File: src/rtl/core/isop_pkg.sv
// isop_pkg: shared constants, types and codes for isolated point removal
// used by every module under rtl/core but isop_fifo; depends on nothing

package isop_pkg;

    // default coordinate width, fixed field widths, reset limit, queue depth
    localparam int COORD_BITS_DEF  = 16;
    localparam int IDX_W           = 16;
    localparam int CFG_W           = 16;
    localparam int LIM_W           = 2 * CFG_W;
    localparam int MAX_DIST_RESET  = 500;
    localparam int QUEUE_DEPTH_DEF = 4;

    // squared limit after reset
    localparam logic [LIM_W-1:0] LIM_RESET = LIM_W'(MAX_DIST_RESET * MAX_DIST_RESET);

    // how far the current scan has filled
    typedef enum logic [1:0] {
        FILL_EMPTY,
        FILL_ONE,
        FILL_MANY
    } fill_t;

    // which verdicts one queued entry carries, and their kept flags
    typedef struct packed {
        logic emit_prev;
        logic emit_cur;
        logic emit_first;
        logic keep_prev;
        logic keep_cur;
        logic keep_first;
    } isop_flags_t;

    localparam int FLAG_W = $bits(isop_flags_t);

endpackage

File: src/rtl/core/isop_fifo.sv
// isop_fifo: small register queue between the classifying front and the output back
// depends on nothing; width and depth come from the instantiating module

module isop_fifo #(
    parameter int WIDTH = 8,
    parameter int DEPTH = 4
) (
    input  logic             aclk,
    input  logic             aresetn,
    input  logic             push,
    input  logic [WIDTH-1:0] push_data,
    output logic             full,
    input  logic             pop,
    output logic [WIDTH-1:0] head,
    output logic             empty
);

    localparam int PTR_W = (DEPTH > 1) ? $clog2(DEPTH) : 1;
    localparam int CNT_W = PTR_W + 1;

    logic [WIDTH-1:0] mem_reg [DEPTH];
    logic [PTR_W-1:0] wr_ptr_reg;
    logic [PTR_W-1:0] rd_ptr_reg;
    logic [CNT_W-1:0] count_reg;

    // status
    assign full  = (count_reg == CNT_W'(DEPTH));
    assign empty = (count_reg == '0);
    assign head  = mem_reg[rd_ptr_reg];

    // storage
    always_ff @(posedge aclk) begin
        if (push) begin
            mem_reg[wr_ptr_reg] <= push_data;
        end
    end

    // pointers and occupancy
    always_ff @(posedge aclk) begin
        if (!aresetn) begin
            wr_ptr_reg <= '0;
            rd_ptr_reg <= '0;
            count_reg  <= '0;
        end else begin
            if (push) begin
                wr_ptr_reg <= (wr_ptr_reg == PTR_W'(DEPTH - 1)) ? '0 : wr_ptr_reg + 1'b1;
            end
            if (pop) begin
                rd_ptr_reg <= (rd_ptr_reg == PTR_W'(DEPTH - 1)) ? '0 : rd_ptr_reg + 1'b1;
            end
            if (push && !pop) begin
                count_reg <= count_reg + 1'b1;
            end else if (pop && !push) begin
                count_reg <= count_reg - 1'b1;
            end
        end
    end

endmodule

File: src/rtl/core/isop_front.sv
// isop_front: accepts scan points, squares neighbor distances in two stages and
// classifies each point into queued verdicts; depends on isop_pkg

module isop_front #(
    parameter int COORD_BITS = isop_pkg::COORD_BITS_DEF,
    parameter int ENTRY_W    = 6 * COORD_BITS + isop_pkg::IDX_W + isop_pkg::FLAG_W
) (
    input  logic                           aclk,
    input  logic                           aresetn,
    input  logic                           s_valid,
    output logic                           s_ready,
    input  logic signed [COORD_BITS-1:0]   s_point_x,
    input  logic signed [COORD_BITS-1:0]   s_point_y,
    input  logic                           s_last_in_scan,
    input  logic [isop_pkg::LIM_W-1:0]     lim,
    output logic                           q_push,
    output logic [ENTRY_W-1:0]             q_data,
    input  logic                           q_full
);

    import isop_pkg::*;

    localparam int CB     = COORD_BITS;
    localparam int SQ_W   = 2 * CB;
    localparam int DIST_W = SQ_W + 1;
    localparam int CMP_W  = (DIST_W > LIM_W) ? DIST_W : LIM_W;

    // scan state seen at the input
    fill_t           fill_reg;
    logic [IDX_W-1:0] pts_reg;
    logic [CB-1:0]   first_x_reg, first_y_reg, prev_x_reg, prev_y_reg;

    // stage 1: absolute differences
    logic            s1_valid_reg;
    fill_t           s1_fill_reg;
    logic            s1_last_reg;
    logic [IDX_W-1:0] s1_idx_reg;
    logic [CB-1:0]   s1_x_reg, s1_y_reg, s1_px_reg, s1_py_reg, s1_fx_reg, s1_fy_reg;
    logic [CB-1:0]   s1_adxb_reg, s1_adyb_reg, s1_adxw_reg, s1_adyw_reg;

    // stage 2: squares
    logic            s2_valid_reg;
    fill_t           s2_fill_reg;
    logic            s2_last_reg;
    logic [IDX_W-1:0] s2_idx_reg;
    logic [CB-1:0]   s2_x_reg, s2_y_reg, s2_px_reg, s2_py_reg, s2_fx_reg, s2_fy_reg;
    logic [SQ_W-1:0] s2_sqxb_reg, s2_sqyb_reg, s2_sqxw_reg, s2_sqyw_reg;

    // distances kept across points of a scan
    logic [DIST_W-1:0] prev_back_reg, first_fwd_reg;

    logic              en, accept;
    logic signed [CB:0] dxb, dyb, dxw, dyw;
    logic [CB:0]       axb, ayb, axw, ayw;
    logic [DIST_W-1:0] back_dist, wrap_dist;
    logic              back_lt, wrap_lt, prev_lt, first_lt;
    isop_flags_t       flags;
    logic [IDX_W-1:0]  prev_idx;

    // the whole front moves unless a finished entry waits on a full queue
    assign en      = !s2_valid_reg || !q_full;
    assign s_ready = en;
    assign accept  = s_valid && en;

    // signed differences to the previous and to the first point
    assign dxb = $signed({s_point_x[CB-1], s_point_x}) - $signed({prev_x_reg[CB-1], prev_x_reg});
    assign dyb = $signed({s_point_y[CB-1], s_point_y}) - $signed({prev_y_reg[CB-1], prev_y_reg});
    assign dxw = $signed({s_point_x[CB-1], s_point_x}) - $signed({first_x_reg[CB-1], first_x_reg});
    assign dyw = $signed({s_point_y[CB-1], s_point_y}) - $signed({first_y_reg[CB-1], first_y_reg});

    // magnitudes, which fit in CB bits
    assign axb = dxb[CB] ? (~dxb + 1'b1) : dxb;
    assign ayb = dyb[CB] ? (~dyb + 1'b1) : dyb;
    assign axw = dxw[CB] ? (~dxw + 1'b1) : dxw;
    assign ayw = dyw[CB] ? (~dyw + 1'b1) : dyw;

    // scan bookkeeping at each input transfer
    always_ff @(posedge aclk) begin
        if (!aresetn) begin
            fill_reg    <= FILL_EMPTY;
            pts_reg     <= '0;
            first_x_reg <= '0;
            first_y_reg <= '0;
            prev_x_reg  <= '0;
            prev_y_reg  <= '0;
        end else if (accept) begin
            prev_x_reg <= s_point_x;
            prev_y_reg <= s_point_y;
            if (fill_reg == FILL_EMPTY) begin
                first_x_reg <= s_point_x;
                first_y_reg <= s_point_y;
            end
            if (s_last_in_scan) begin
                fill_reg <= FILL_EMPTY;
                pts_reg  <= '0;
            end else begin
                fill_reg <= (fill_reg == FILL_EMPTY) ? FILL_ONE : FILL_MANY;
                pts_reg  <= pts_reg + 1'b1;
            end
        end
    end

    // stage 1 registers
    always_ff @(posedge aclk) begin
        if (!aresetn) begin
            s1_valid_reg <= 1'b0;
        end else if (en) begin
            s1_valid_reg <= s_valid;
        end
    end

    always_ff @(posedge aclk) begin
        if (en) begin
            s1_fill_reg <= fill_reg;
            s1_last_reg <= s_last_in_scan;
            s1_idx_reg  <= pts_reg;
            s1_x_reg    <= s_point_x;
            s1_y_reg    <= s_point_y;
            s1_px_reg   <= prev_x_reg;
            s1_py_reg   <= prev_y_reg;
            s1_fx_reg   <= (fill_reg == FILL_EMPTY) ? s_point_x : first_x_reg;
            s1_fy_reg   <= (fill_reg == FILL_EMPTY) ? s_point_y : first_y_reg;
            s1_adxb_reg <= axb[CB-1:0];
            s1_adyb_reg <= ayb[CB-1:0];
            s1_adxw_reg <= axw[CB-1:0];
            s1_adyw_reg <= ayw[CB-1:0];
        end
    end

    // stage 2 registers: one multiplier per square
    always_ff @(posedge aclk) begin
        if (!aresetn) begin
            s2_valid_reg <= 1'b0;
        end else if (en) begin
            s2_valid_reg <= s1_valid_reg;
        end
    end

    always_ff @(posedge aclk) begin
        if (en) begin
            s2_fill_reg <= s1_fill_reg;
            s2_last_reg <= s1_last_reg;
            s2_idx_reg  <= s1_idx_reg;
            s2_x_reg    <= s1_x_reg;
            s2_y_reg    <= s1_y_reg;
            s2_px_reg   <= s1_px_reg;
            s2_py_reg   <= s1_py_reg;
            s2_fx_reg   <= s1_fx_reg;
            s2_fy_reg   <= s1_fy_reg;
            s2_sqxb_reg <= SQ_W'(s1_adxb_reg) * SQ_W'(s1_adxb_reg);
            s2_sqyb_reg <= SQ_W'(s1_adyb_reg) * SQ_W'(s1_adyb_reg);
            s2_sqxw_reg <= SQ_W'(s1_adxw_reg) * SQ_W'(s1_adxw_reg);
            s2_sqyw_reg <= SQ_W'(s1_adyw_reg) * SQ_W'(s1_adyw_reg);
        end
    end

    // distances and comparisons against the squared limit
    assign back_dist = DIST_W'(s2_sqxb_reg) + DIST_W'(s2_sqyb_reg);
    assign wrap_dist = DIST_W'(s2_sqxw_reg) + DIST_W'(s2_sqyw_reg);
    assign back_lt   = CMP_W'(back_dist) < CMP_W'(lim);
    assign wrap_lt   = CMP_W'(wrap_dist) < CMP_W'(lim);
    assign prev_lt   = CMP_W'(prev_back_reg) < CMP_W'(lim);
    assign first_lt  = CMP_W'(first_fwd_reg) < CMP_W'(lim);
    assign prev_idx  = s2_idx_reg - 1'b1;

    // classify the point into the verdicts it releases
    always_comb begin
        flags = '0;
        case (s2_fill_reg)
            FILL_EMPTY: begin
                flags.emit_first = s2_last_reg;
                flags.keep_first = (lim != '0);
            end
            FILL_ONE: begin
                flags.emit_cur   = s2_last_reg;
                flags.emit_first = s2_last_reg;
                flags.keep_cur   = back_lt || wrap_lt;
                flags.keep_first = back_lt || wrap_lt;
            end
            FILL_MANY: begin
                flags.emit_prev  = 1'b1;
                flags.emit_cur   = s2_last_reg;
                flags.emit_first = s2_last_reg;
                flags.keep_prev  = prev_lt || back_lt;
                flags.keep_cur   = back_lt || wrap_lt;
                flags.keep_first = first_lt || wrap_lt;
            end
            default: begin
                flags = '0;
            end
        endcase
    end

    // distances carried to the next point of the scan
    always_ff @(posedge aclk) begin
        if (!aresetn) begin
            prev_back_reg <= '0;
            first_fwd_reg <= '0;
        end else if (s2_valid_reg && en) begin
            if (s2_fill_reg == FILL_ONE) begin
                first_fwd_reg <= back_dist;
            end
            if (s2_fill_reg != FILL_EMPTY) begin
                prev_back_reg <= back_dist;
            end
        end
    end

    // queue entry
    assign q_push = s2_valid_reg && en &&
                    (flags.emit_prev || flags.emit_cur || flags.emit_first);
    assign q_data = {s2_px_reg, s2_py_reg, s2_x_reg, s2_y_reg, s2_fx_reg, s2_fy_reg,
                     (flags.emit_prev ? prev_idx : s2_idx_reg), flags};

    // checks
    a_push_room: assert property (@(posedge aclk) disable iff (!aresetn)
        q_push |-> !q_full)
        else $error("front pushed into a full queue");

    a_first_fill: assert property (@(posedge aclk) disable iff (!aresetn)
        accept && (fill_reg == FILL_EMPTY) |=> (fill_reg != FILL_MANY))
        else $error("scan skipped its second point");

    a_scan_close: assert property (@(posedge aclk) disable iff (!aresetn)
        accept && s_last_in_scan |=> (fill_reg == FILL_EMPTY) && (pts_reg == '0))
        else $error("scan did not restart after its last point");

endmodule

File: src/rtl/core/isop_back.sv
// isop_back: takes queued entries and sends their verdicts one per transfer
// through a registered output; depends on isop_pkg

module isop_back #(
    parameter int COORD_BITS = isop_pkg::COORD_BITS_DEF,
    parameter int ENTRY_W    = 6 * COORD_BITS + isop_pkg::IDX_W + isop_pkg::FLAG_W
) (
    input  logic                          aclk,
    input  logic                          aresetn,
    input  logic [ENTRY_W-1:0]            q_head,
    input  logic                          q_empty,
    output logic                          q_pop,
    output logic                          m_valid,
    input  logic                          m_ready,
    output logic signed [COORD_BITS-1:0]  m_out_x,
    output logic signed [COORD_BITS-1:0]  m_out_y,
    output logic [isop_pkg::IDX_W-1:0]    m_point_index,
    output logic                          m_kept,
    output logic                          m_end_of_scan
);

    import isop_pkg::*;

    localparam int CB = COORD_BITS;

    // entry layout, high to low: prev, cur, first coordinates, index, flags
    localparam int FY_LO  = FLAG_W + IDX_W;
    localparam int FX_LO  = FY_LO + CB;
    localparam int CY_LO  = FX_LO + CB;
    localparam int CX_LO  = CY_LO + CB;
    localparam int PY_LO  = CX_LO + CB;
    localparam int PX_LO  = PY_LO + CB;

    isop_flags_t      flags;
    logic [IDX_W-1:0] h_idx, cur_idx;
    logic [CB-1:0]    h_px, h_py, h_cx, h_cy, h_fx, h_fy;
    logic [2:0]       done_reg, done_next, pend, sel;
    logic             load;

    logic             m_valid_reg;
    logic [CB-1:0]    out_x_reg, out_y_reg, out_x_next, out_y_next;
    logic [IDX_W-1:0] idx_reg, idx_next;
    logic             kept_reg, kept_next, end_reg, end_next;

    // unpack the queue head
    assign flags = isop_flags_t'(q_head[FLAG_W-1:0]);
    assign h_idx = q_head[FLAG_W +: IDX_W];
    assign h_fy  = q_head[FY_LO +: CB];
    assign h_fx  = q_head[FX_LO +: CB];
    assign h_cy  = q_head[CY_LO +: CB];
    assign h_cx  = q_head[CX_LO +: CB];
    assign h_py  = q_head[PY_LO +: CB];
    assign h_px  = q_head[PX_LO +: CB];

    // index field holds the previous point's index when that verdict is present
    assign cur_idx = flags.emit_prev ? h_idx + 1'b1 : h_idx;

    // verdicts of the head entry not yet sent: bit 0 prev, bit 1 cur, bit 2 first
    assign pend = {flags.emit_first, flags.emit_cur, flags.emit_prev} & ~done_reg;
    assign sel  = pend & (~pend + 1'b1);

    // load the output register if an entry waits and it is free or being drained
    assign load      = !q_empty && (!m_valid_reg || m_ready);
    assign q_pop     = load && ((pend & ~sel) == 3'b000);
    assign done_next = q_pop ? 3'b000 : (load ? (done_reg | sel) : done_reg);

    // pick the verdict in scan order
    always_comb begin
        out_x_next = h_fx;
        out_y_next = h_fy;
        idx_next   = '0;
        kept_next  = flags.keep_first;
        end_next   = 1'b1;
        if (pend[0]) begin
            out_x_next = h_px;
            out_y_next = h_py;
            idx_next   = h_idx;
            kept_next  = flags.keep_prev;
            end_next   = 1'b0;
        end else if (pend[1]) begin
            out_x_next = h_cx;
            out_y_next = h_cy;
            idx_next   = cur_idx;
            kept_next  = flags.keep_cur;
            end_next   = 1'b0;
        end
    end

    // control
    always_ff @(posedge aclk) begin
        if (!aresetn) begin
            done_reg    <= 3'b000;
            m_valid_reg <= 1'b0;
        end else begin
            done_reg <= done_next;
            if (load) begin
                m_valid_reg <= 1'b1;
            end else if (m_ready) begin
                m_valid_reg <= 1'b0;
            end
        end
    end

    // output payload
    always_ff @(posedge aclk) begin
        if (load) begin
            out_x_reg <= out_x_next;
            out_y_reg <= out_y_next;
            idx_reg   <= idx_next;
            kept_reg  <= kept_next;
            end_reg   <= end_next;
        end
    end

    assign m_valid       = m_valid_reg;
    assign m_out_x       = out_x_reg;
    assign m_out_y       = out_y_reg;
    assign m_point_index = idx_reg;
    assign m_kept        = kept_reg;
    assign m_end_of_scan = end_reg;

    // checks
    a_head_pending: assert property (@(posedge aclk) disable iff (!aresetn)
        !q_empty |-> (pend != 3'b000))
        else $error("queue head has no verdict left to send");

    a_idle_clean: assert property (@(posedge aclk) disable iff (!aresetn)
        q_empty |-> (done_reg == 3'b000))
        else $error("sent-verdict mask left over with an empty queue");

    a_end_index: assert property (@(posedge aclk) disable iff (!aresetn)
        m_valid_reg && end_reg |-> (idx_reg == '0))
        else $error("end of scan verdict not for point zero");

endmodule

File: src/rtl/core/isolated_point_removal.sv
// isolated_point_removal: top level; holds the squared limit register and joins
// front, queue and back; depends on isop_pkg, isop_front, isop_fifo, isop_back
//
//   channel   handshake            payload
//   s_        s_valid / s_ready    s_point_x, s_point_y, s_last_in_scan
//   m_        m_valid / m_ready    m_out_x, m_out_y, m_point_index, m_kept, m_end_of_scan
//   cfg_      cfg_wr_en            cfg_wr_data (max_distance)
//
// one point is taken each cycle unless the front stalls; a point's verdict is classified
// after the difference and square registers, then passes the queue and output register
// a scan's last point releases up to three verdicts; the back sends one per cycle while
// m_ready is high, and the QUEUE_DEPTH-entry queue absorbs them as the front takes points
// reset is synchronous and active low, sets the limit to 500 and empties the scan
// the front stalls only when its finished entry meets a full queue

module isolated_point_removal #(
    parameter int COORD_BITS  = isop_pkg::COORD_BITS_DEF,
    parameter int QUEUE_DEPTH = isop_pkg::QUEUE_DEPTH_DEF
) (
    input  logic                          aclk,
    input  logic                          aresetn,
    input  logic                          cfg_wr_en,
    input  logic [isop_pkg::CFG_W-1:0]    cfg_wr_data,
    input  logic                          s_valid,
    output logic                          s_ready,
    input  logic signed [COORD_BITS-1:0]  s_point_x,
    input  logic signed [COORD_BITS-1:0]  s_point_y,
    input  logic                          s_last_in_scan,
    output logic                          m_valid,
    input  logic                          m_ready,
    output logic signed [COORD_BITS-1:0]  m_out_x,
    output logic signed [COORD_BITS-1:0]  m_out_y,
    output logic [isop_pkg::IDX_W-1:0]    m_point_index,
    output logic                          m_kept,
    output logic                          m_end_of_scan
);

    import isop_pkg::*;

    localparam int ENTRY_W = 6 * COORD_BITS + IDX_W + FLAG_W;

    logic [LIM_W-1:0]   lim_reg;
    logic               q_push, q_full, q_pop, q_empty;
    logic [ENTRY_W-1:0] q_data, q_head;

    // squared limit, formed at the register write
    always_ff @(posedge aclk) begin
        if (!aresetn) begin
            lim_reg <= LIM_RESET;
        end else if (cfg_wr_en) begin
            lim_reg <= LIM_W'(cfg_wr_data) * LIM_W'(cfg_wr_data);
        end
    end

    // accept and classify
    isop_front #(
        .COORD_BITS (COORD_BITS),
        .ENTRY_W    (ENTRY_W)
    ) u_front (
        .aclk           (aclk),
        .aresetn        (aresetn),
        .s_valid        (s_valid),
        .s_ready        (s_ready),
        .s_point_x      (s_point_x),
        .s_point_y      (s_point_y),
        .s_last_in_scan (s_last_in_scan),
        .lim            (lim_reg),
        .q_push         (q_push),
        .q_data         (q_data),
        .q_full         (q_full)
    );

    // decoupling queue
    isop_fifo #(
        .WIDTH (ENTRY_W),
        .DEPTH (QUEUE_DEPTH)
    ) u_queue (
        .aclk      (aclk),
        .aresetn   (aresetn),
        .push      (q_push),
        .push_data (q_data),
        .full      (q_full),
        .pop       (q_pop),
        .head      (q_head),
        .empty     (q_empty)
    );

    // verdict output
    isop_back #(
        .COORD_BITS (COORD_BITS),
        .ENTRY_W    (ENTRY_W)
    ) u_back (
        .aclk          (aclk),
        .aresetn       (aresetn),
        .q_head        (q_head),
        .q_empty       (q_empty),
        .q_pop         (q_pop),
        .m_valid       (m_valid),
        .m_ready       (m_ready),
        .m_out_x       (m_out_x),
        .m_out_y       (m_out_y),
        .m_point_index (m_point_index),
        .m_kept        (m_kept),
        .m_end_of_scan (m_end_of_scan)
    );

endmodule

File: config.mk
export PLATFORM = sky130hd
export DESIGN_NAME = isolated_point_removal
export DESIGN_NICKNAME = d
export VERILOG_FILES = /design/src/rtl/core/isop_pkg.sv /design/src/rtl/core/isop_fifo.sv /design/src/rtl/core/isop_front.sv /design/src/rtl/core/isop_back.sv /design/src/rtl/core/isolated_point_removal.sv
export SDC_FILE = /design/constraint.sdc
export NUM_CORES = 2
export LEC_CHECK = 0
export ABC_AREA = 1
export BUFFER_PORTS_ARGS = -buffer_cell sky130_fd_sc_hd__buf_2
export CAP_MARGIN = 10
export CORE_AREA = 2 2 551 553
export CTS_CLUSTER_DIAMETER = 100
export DETAILED_ROUTE_END_ITERATION = 8
export DIE_AREA = 0 0 553 555
export PLACE_DENSITY_LB_ADDON = 0.1
export SYNTH_ARGS = -nofsm -noshare
export SYNTH_HDL_FRONTEND = slang
export SYNTH_HIERARCHICAL = 1
export SYNTH_SLANG_ARGS = --single-unit
File: constraint.sdc
create_clock -name aclk -period 17.2 [get_ports aclk]
set_input_delay 3.44 -clock aclk [delete_from_list [all_inputs] [get_ports aclk]]
set_output_delay 3.44 -clock aclk [all_outputs]
set_load 0.05 [all_outputs]
==> flow_summary.yaml <==
final_layout:
  largest_register_ffs: 472
  design_area_um2: 99300
  layout.nets: 11467
  drive_gt1_share_pct: 5.14
  syn_to_final_growth_pct: 10.3
routing:
  drt-initial-drc-count: 3821
  ant_nets: 0
  wl_per_cell_um: 18.1
  dr.pass1.iters: 8
  vias: 63907
  drc_errors: 0
  wirelength_um: 252000
  vias_per_cell: 4.59
synthesis:
  async_reset_ff_share_pct: 0
  ys_ff_latch: 1134
  yosys.area_share.adder_pct: 28.9
  ys_warn_count: 6
  synthCells: 9835
  ys_types: 67
  yosys.area_share.simple_pct: 14.1
  synthMuxAreaShare_pct: 0.0125
  synth_flop_cell: "edfxtp_1"
  syn_area_um2: 90000
  syn_area_per_cell_um2: 9.15
  synth_top_family_by_area: "adder cells"
  synth_compound_area_share_pct: 8.10
  synth_seq_area_share_pct: 35.7
  synth_edf_count: 940
  yosys.area_share.xor_xnor_pct: 2.96
  synth_fp_nets: 11476
cts:
  htreeDepth: 4
  cts_made_buffers: 139
  cts.sinks: 1134
  cts-hold-fix-buffers: 0
  root_buffer: "clkbuf_16"
  clk_latency_ps: 820
  cts_tree: "built"
  clock_path_buffers: 3
  cts.clk_slew.worst_paths_ps: 60
  cts_resized: 0
  cts_setup_buffers: 0
hold_path:
  hold_path.class: "reg -> reg"
worst_setup_path:
  r2r-start: "u_front/s1_adxb_reg[11]$_DFFE_PN_"
  crit_type: "in -> reg"
  worst_r2r_path_depth: 20
  worstPathRequired_ps: 17890
  cp-end-kind: "register"
  endpoint: "lim_reg[28]$_SDFFE_PN0P_"
  cp.arrival_ps: 8780
  crit_start: "cfg_wr_data[15]"
  r2r-end: "u_front/s2_sqxb_reg[29]$_DFFE_PN_"
  rrSetupSlack_ps: 10270
  critPathLaunchType: "input port"
  crit_fanout: 16
timing:
  hold_violations: 0
  worst-slew-pin-transition_ps: 1210
  final.min_clock_period_ps: 8090
  rsz0062_at_grt: "no"
  fin_skew_ps: 49.9
  slew_headroom_pct: 19.5
  fin_hold_ws_ps: 404
  max_freq_mhz: 124
  fin_tns_setup_ps: 0
  drv_slew: 0
  finalCritPeriodShare_pct: 47.1
  setup_viol: 0
floorplanning:
  die_w_um: 553
  die-area_um2: 307000
  start_util_pct: 29.9
  core_area_um2: 301000
  rows: 202
  io_pins: 106
  die_y_um: 555
place:
  globalplace.congestion: 0.855
  placed_area_um2: 94700
  io_buffers: 105
  dp_hpwl_um: 191000
flow_run:
  max_cap_viol_count: 0
global_route:
  overflow: 0
  grt_pass1_vias: 66565
  grt_antenna_before_repair: 16
  grt_pass1_wl_um: 396000
  grt_max_degree: 97
  gr-usage-all-layers_pct: 16.6
status:
  outcome: "finished clean"
-- worst max-delay path, stage by stage --
cell and delay, ps:
buf_2 340, nand2_1 220, xor2_1 210, ha_1 280, inv_1 50, fa_1 540, inv_1 60, fa_1 510
fa_1 520, fa_1 540, inv_1 50, fa_1 530, inv_1 40, ha_1 390, nand2_1 150, nor2_1 270
nand2_1 160, nor2_1 110, nand2_1 90, nand3_1 90, nand3_1 70, nand2_1 80, inv_1 40
-- final cells by class --
type | instances | area (um^2)
Antenna cell | 4 | 10.0
Clock buffer | 177 | 3670
Clock inverter | 77 | 940
Fill cell | 31253 | 202000
Inverter | 2126 | 8010
Multi-Input combinational cell | 6268 | 48700
Sequential cell | 1134 | 32100
Tap cell | 3978 | 4980
Timing Repair Buffer | 157 | 918
-- cell families (layout without fill, tap and decap cells) --
family / count (synthesis) / count (layout)
buffers and inverters: 2433 / 2537
XOR/XNOR: 299 / 299
multiplexers: 1 / 1
AND/OR/NAND/NOR: 3061 / 3061
other: 1 / 5
AO/OA/AOI/OAI: 1319 / 1319
adder cells (fa/ha/maj): 1587 / 1587
flip-flops: 1134 / 1134
-- metal layers --
layer | vias up | GRT usage [%] | part of all wire (%)
met5 | - | 0 | 0
met4 | 0 | 3.04 | 1.5
met3 | 229 | 1.66 | 3.1
met2 | 940 | 27.6 | 47
met1 | 31569 | 23.4 | 49
li1 | 31169 | - | -
-- metrics by stage --
stage | cells | setup WS (ps) | utilization, %
2_1_floorplan | 9835 | 4190 | -
3_5_place_dp | 13663 | 8320 | 31.4
5_1_grt | 13918 | 8830 | 33.0
3_3_place_gp | 13663 | 8310 | 31.4
4_1_cts | 13917 | 9160 | 33.0
6_report | 13921 | 9110 | 33.0
-- how the worst min path moves through the flow --
| stage | slack, ps | to | cells past startpoint | startpoint |
|---|---|---|---|---|
| floorplan | 400 | u_front/s2_fill_reg[0]$_DFFE_PN_ | 0 | u_front/s1_fill_reg[0]$_DFFE_PN_ |
| finish | 400 | u_front/s2_x_reg[9]$_DFFE_PN_ | 0 | u_front/s1_x_reg[9]$_DFFE_PN_ |
| global route | 420 | u_front/s2_px_reg[9]$_DFFE_PN_ | 0 | u_front/s1_px_reg[9]$_DFFE_PN_ |
| global placement | 400 | u_front/s2_px_reg[2]$_DFFE_PN_ | 0 | u_front/s1_px_reg[2]$_DFFE_PN_ |
| CTS | 400 | u_front/s2_x_reg[9]$_DFFE_PN_ | 0 | u_front/s1_x_reg[9]$_DFFE_PN_ |
| detailed placement | 400 | u_front/s2_fy_reg[1]$_DFFE_PN_ | 0 | u_front/s1_fy_reg[1]$_DFFE_PN_ |
-- cell usage in the layout (no fill, tap or decap), types with 104 or more instances in the layout --
cell type,instances
nand3_1,289
edfxtp_1,940
fa_1,819
o21ai_0,539
ha_1,768
nand2_1,1780
clkbuf_16,139
o22ai_1,119
dfxtp_1,192
nor2_1,689
buf_2,104
inv_1,2111
a21oi_1,424
xor2_1,196
-- cells in the mapped netlist (5+ instances only) --
master / instances / share of area [%]
nand3b_1: 18 / 0.15
o22ai_1: 119 / 0.83
fa_1: 819 / 18
nor2_1: 691 / 2.9
a21oi_1: 425 / 2.4
nand3_1: 289 / 1.6
buf_2: 36 / 0.20
nor3_1: 67 / 0.37
xor2_1: 196 / 1.9
inv_1: 2116 / 8.8
a31oi_1: 18 / 0.13
o211ai_1: 11 / 0.092
clkbuf_1: 253 / 1.1
o21bai_1: 79 / 0.66
o21ai_1: 29 / 0.16
buf_6: 13 / 0.16
o21a_1: 18 / 0.15
a31o_2: 5 / 0.049
nand2_1: 1782 / 7.4
a21o_1: 32 / 0.27
nand3_2: 9 / 0.10
a221oi_1: 5 / 0.049
ha_1: 768 / 11
a211oi_1: 8 / 0.067
or2_2: 51 / 0.35
xnor2_1: 97 / 0.94
o21ai_0: 539 / 3.0
edfxtp_1: 940 / 31
inv_2: 6 / 0.025
nand4_1: 72 / 0.50
and3_1: 7 / 0.049
a21boi_0: 11 / 0.092
nor4_1: 12 / 0.083
dfxtp_1: 194 / 4.3
nand2_2: 19 / 0.13
nor2_2: 22 / 0.15
Power is not shown: default switching activity piles up to over one toggle a cycle in this logic, so the estimate is an artifact.
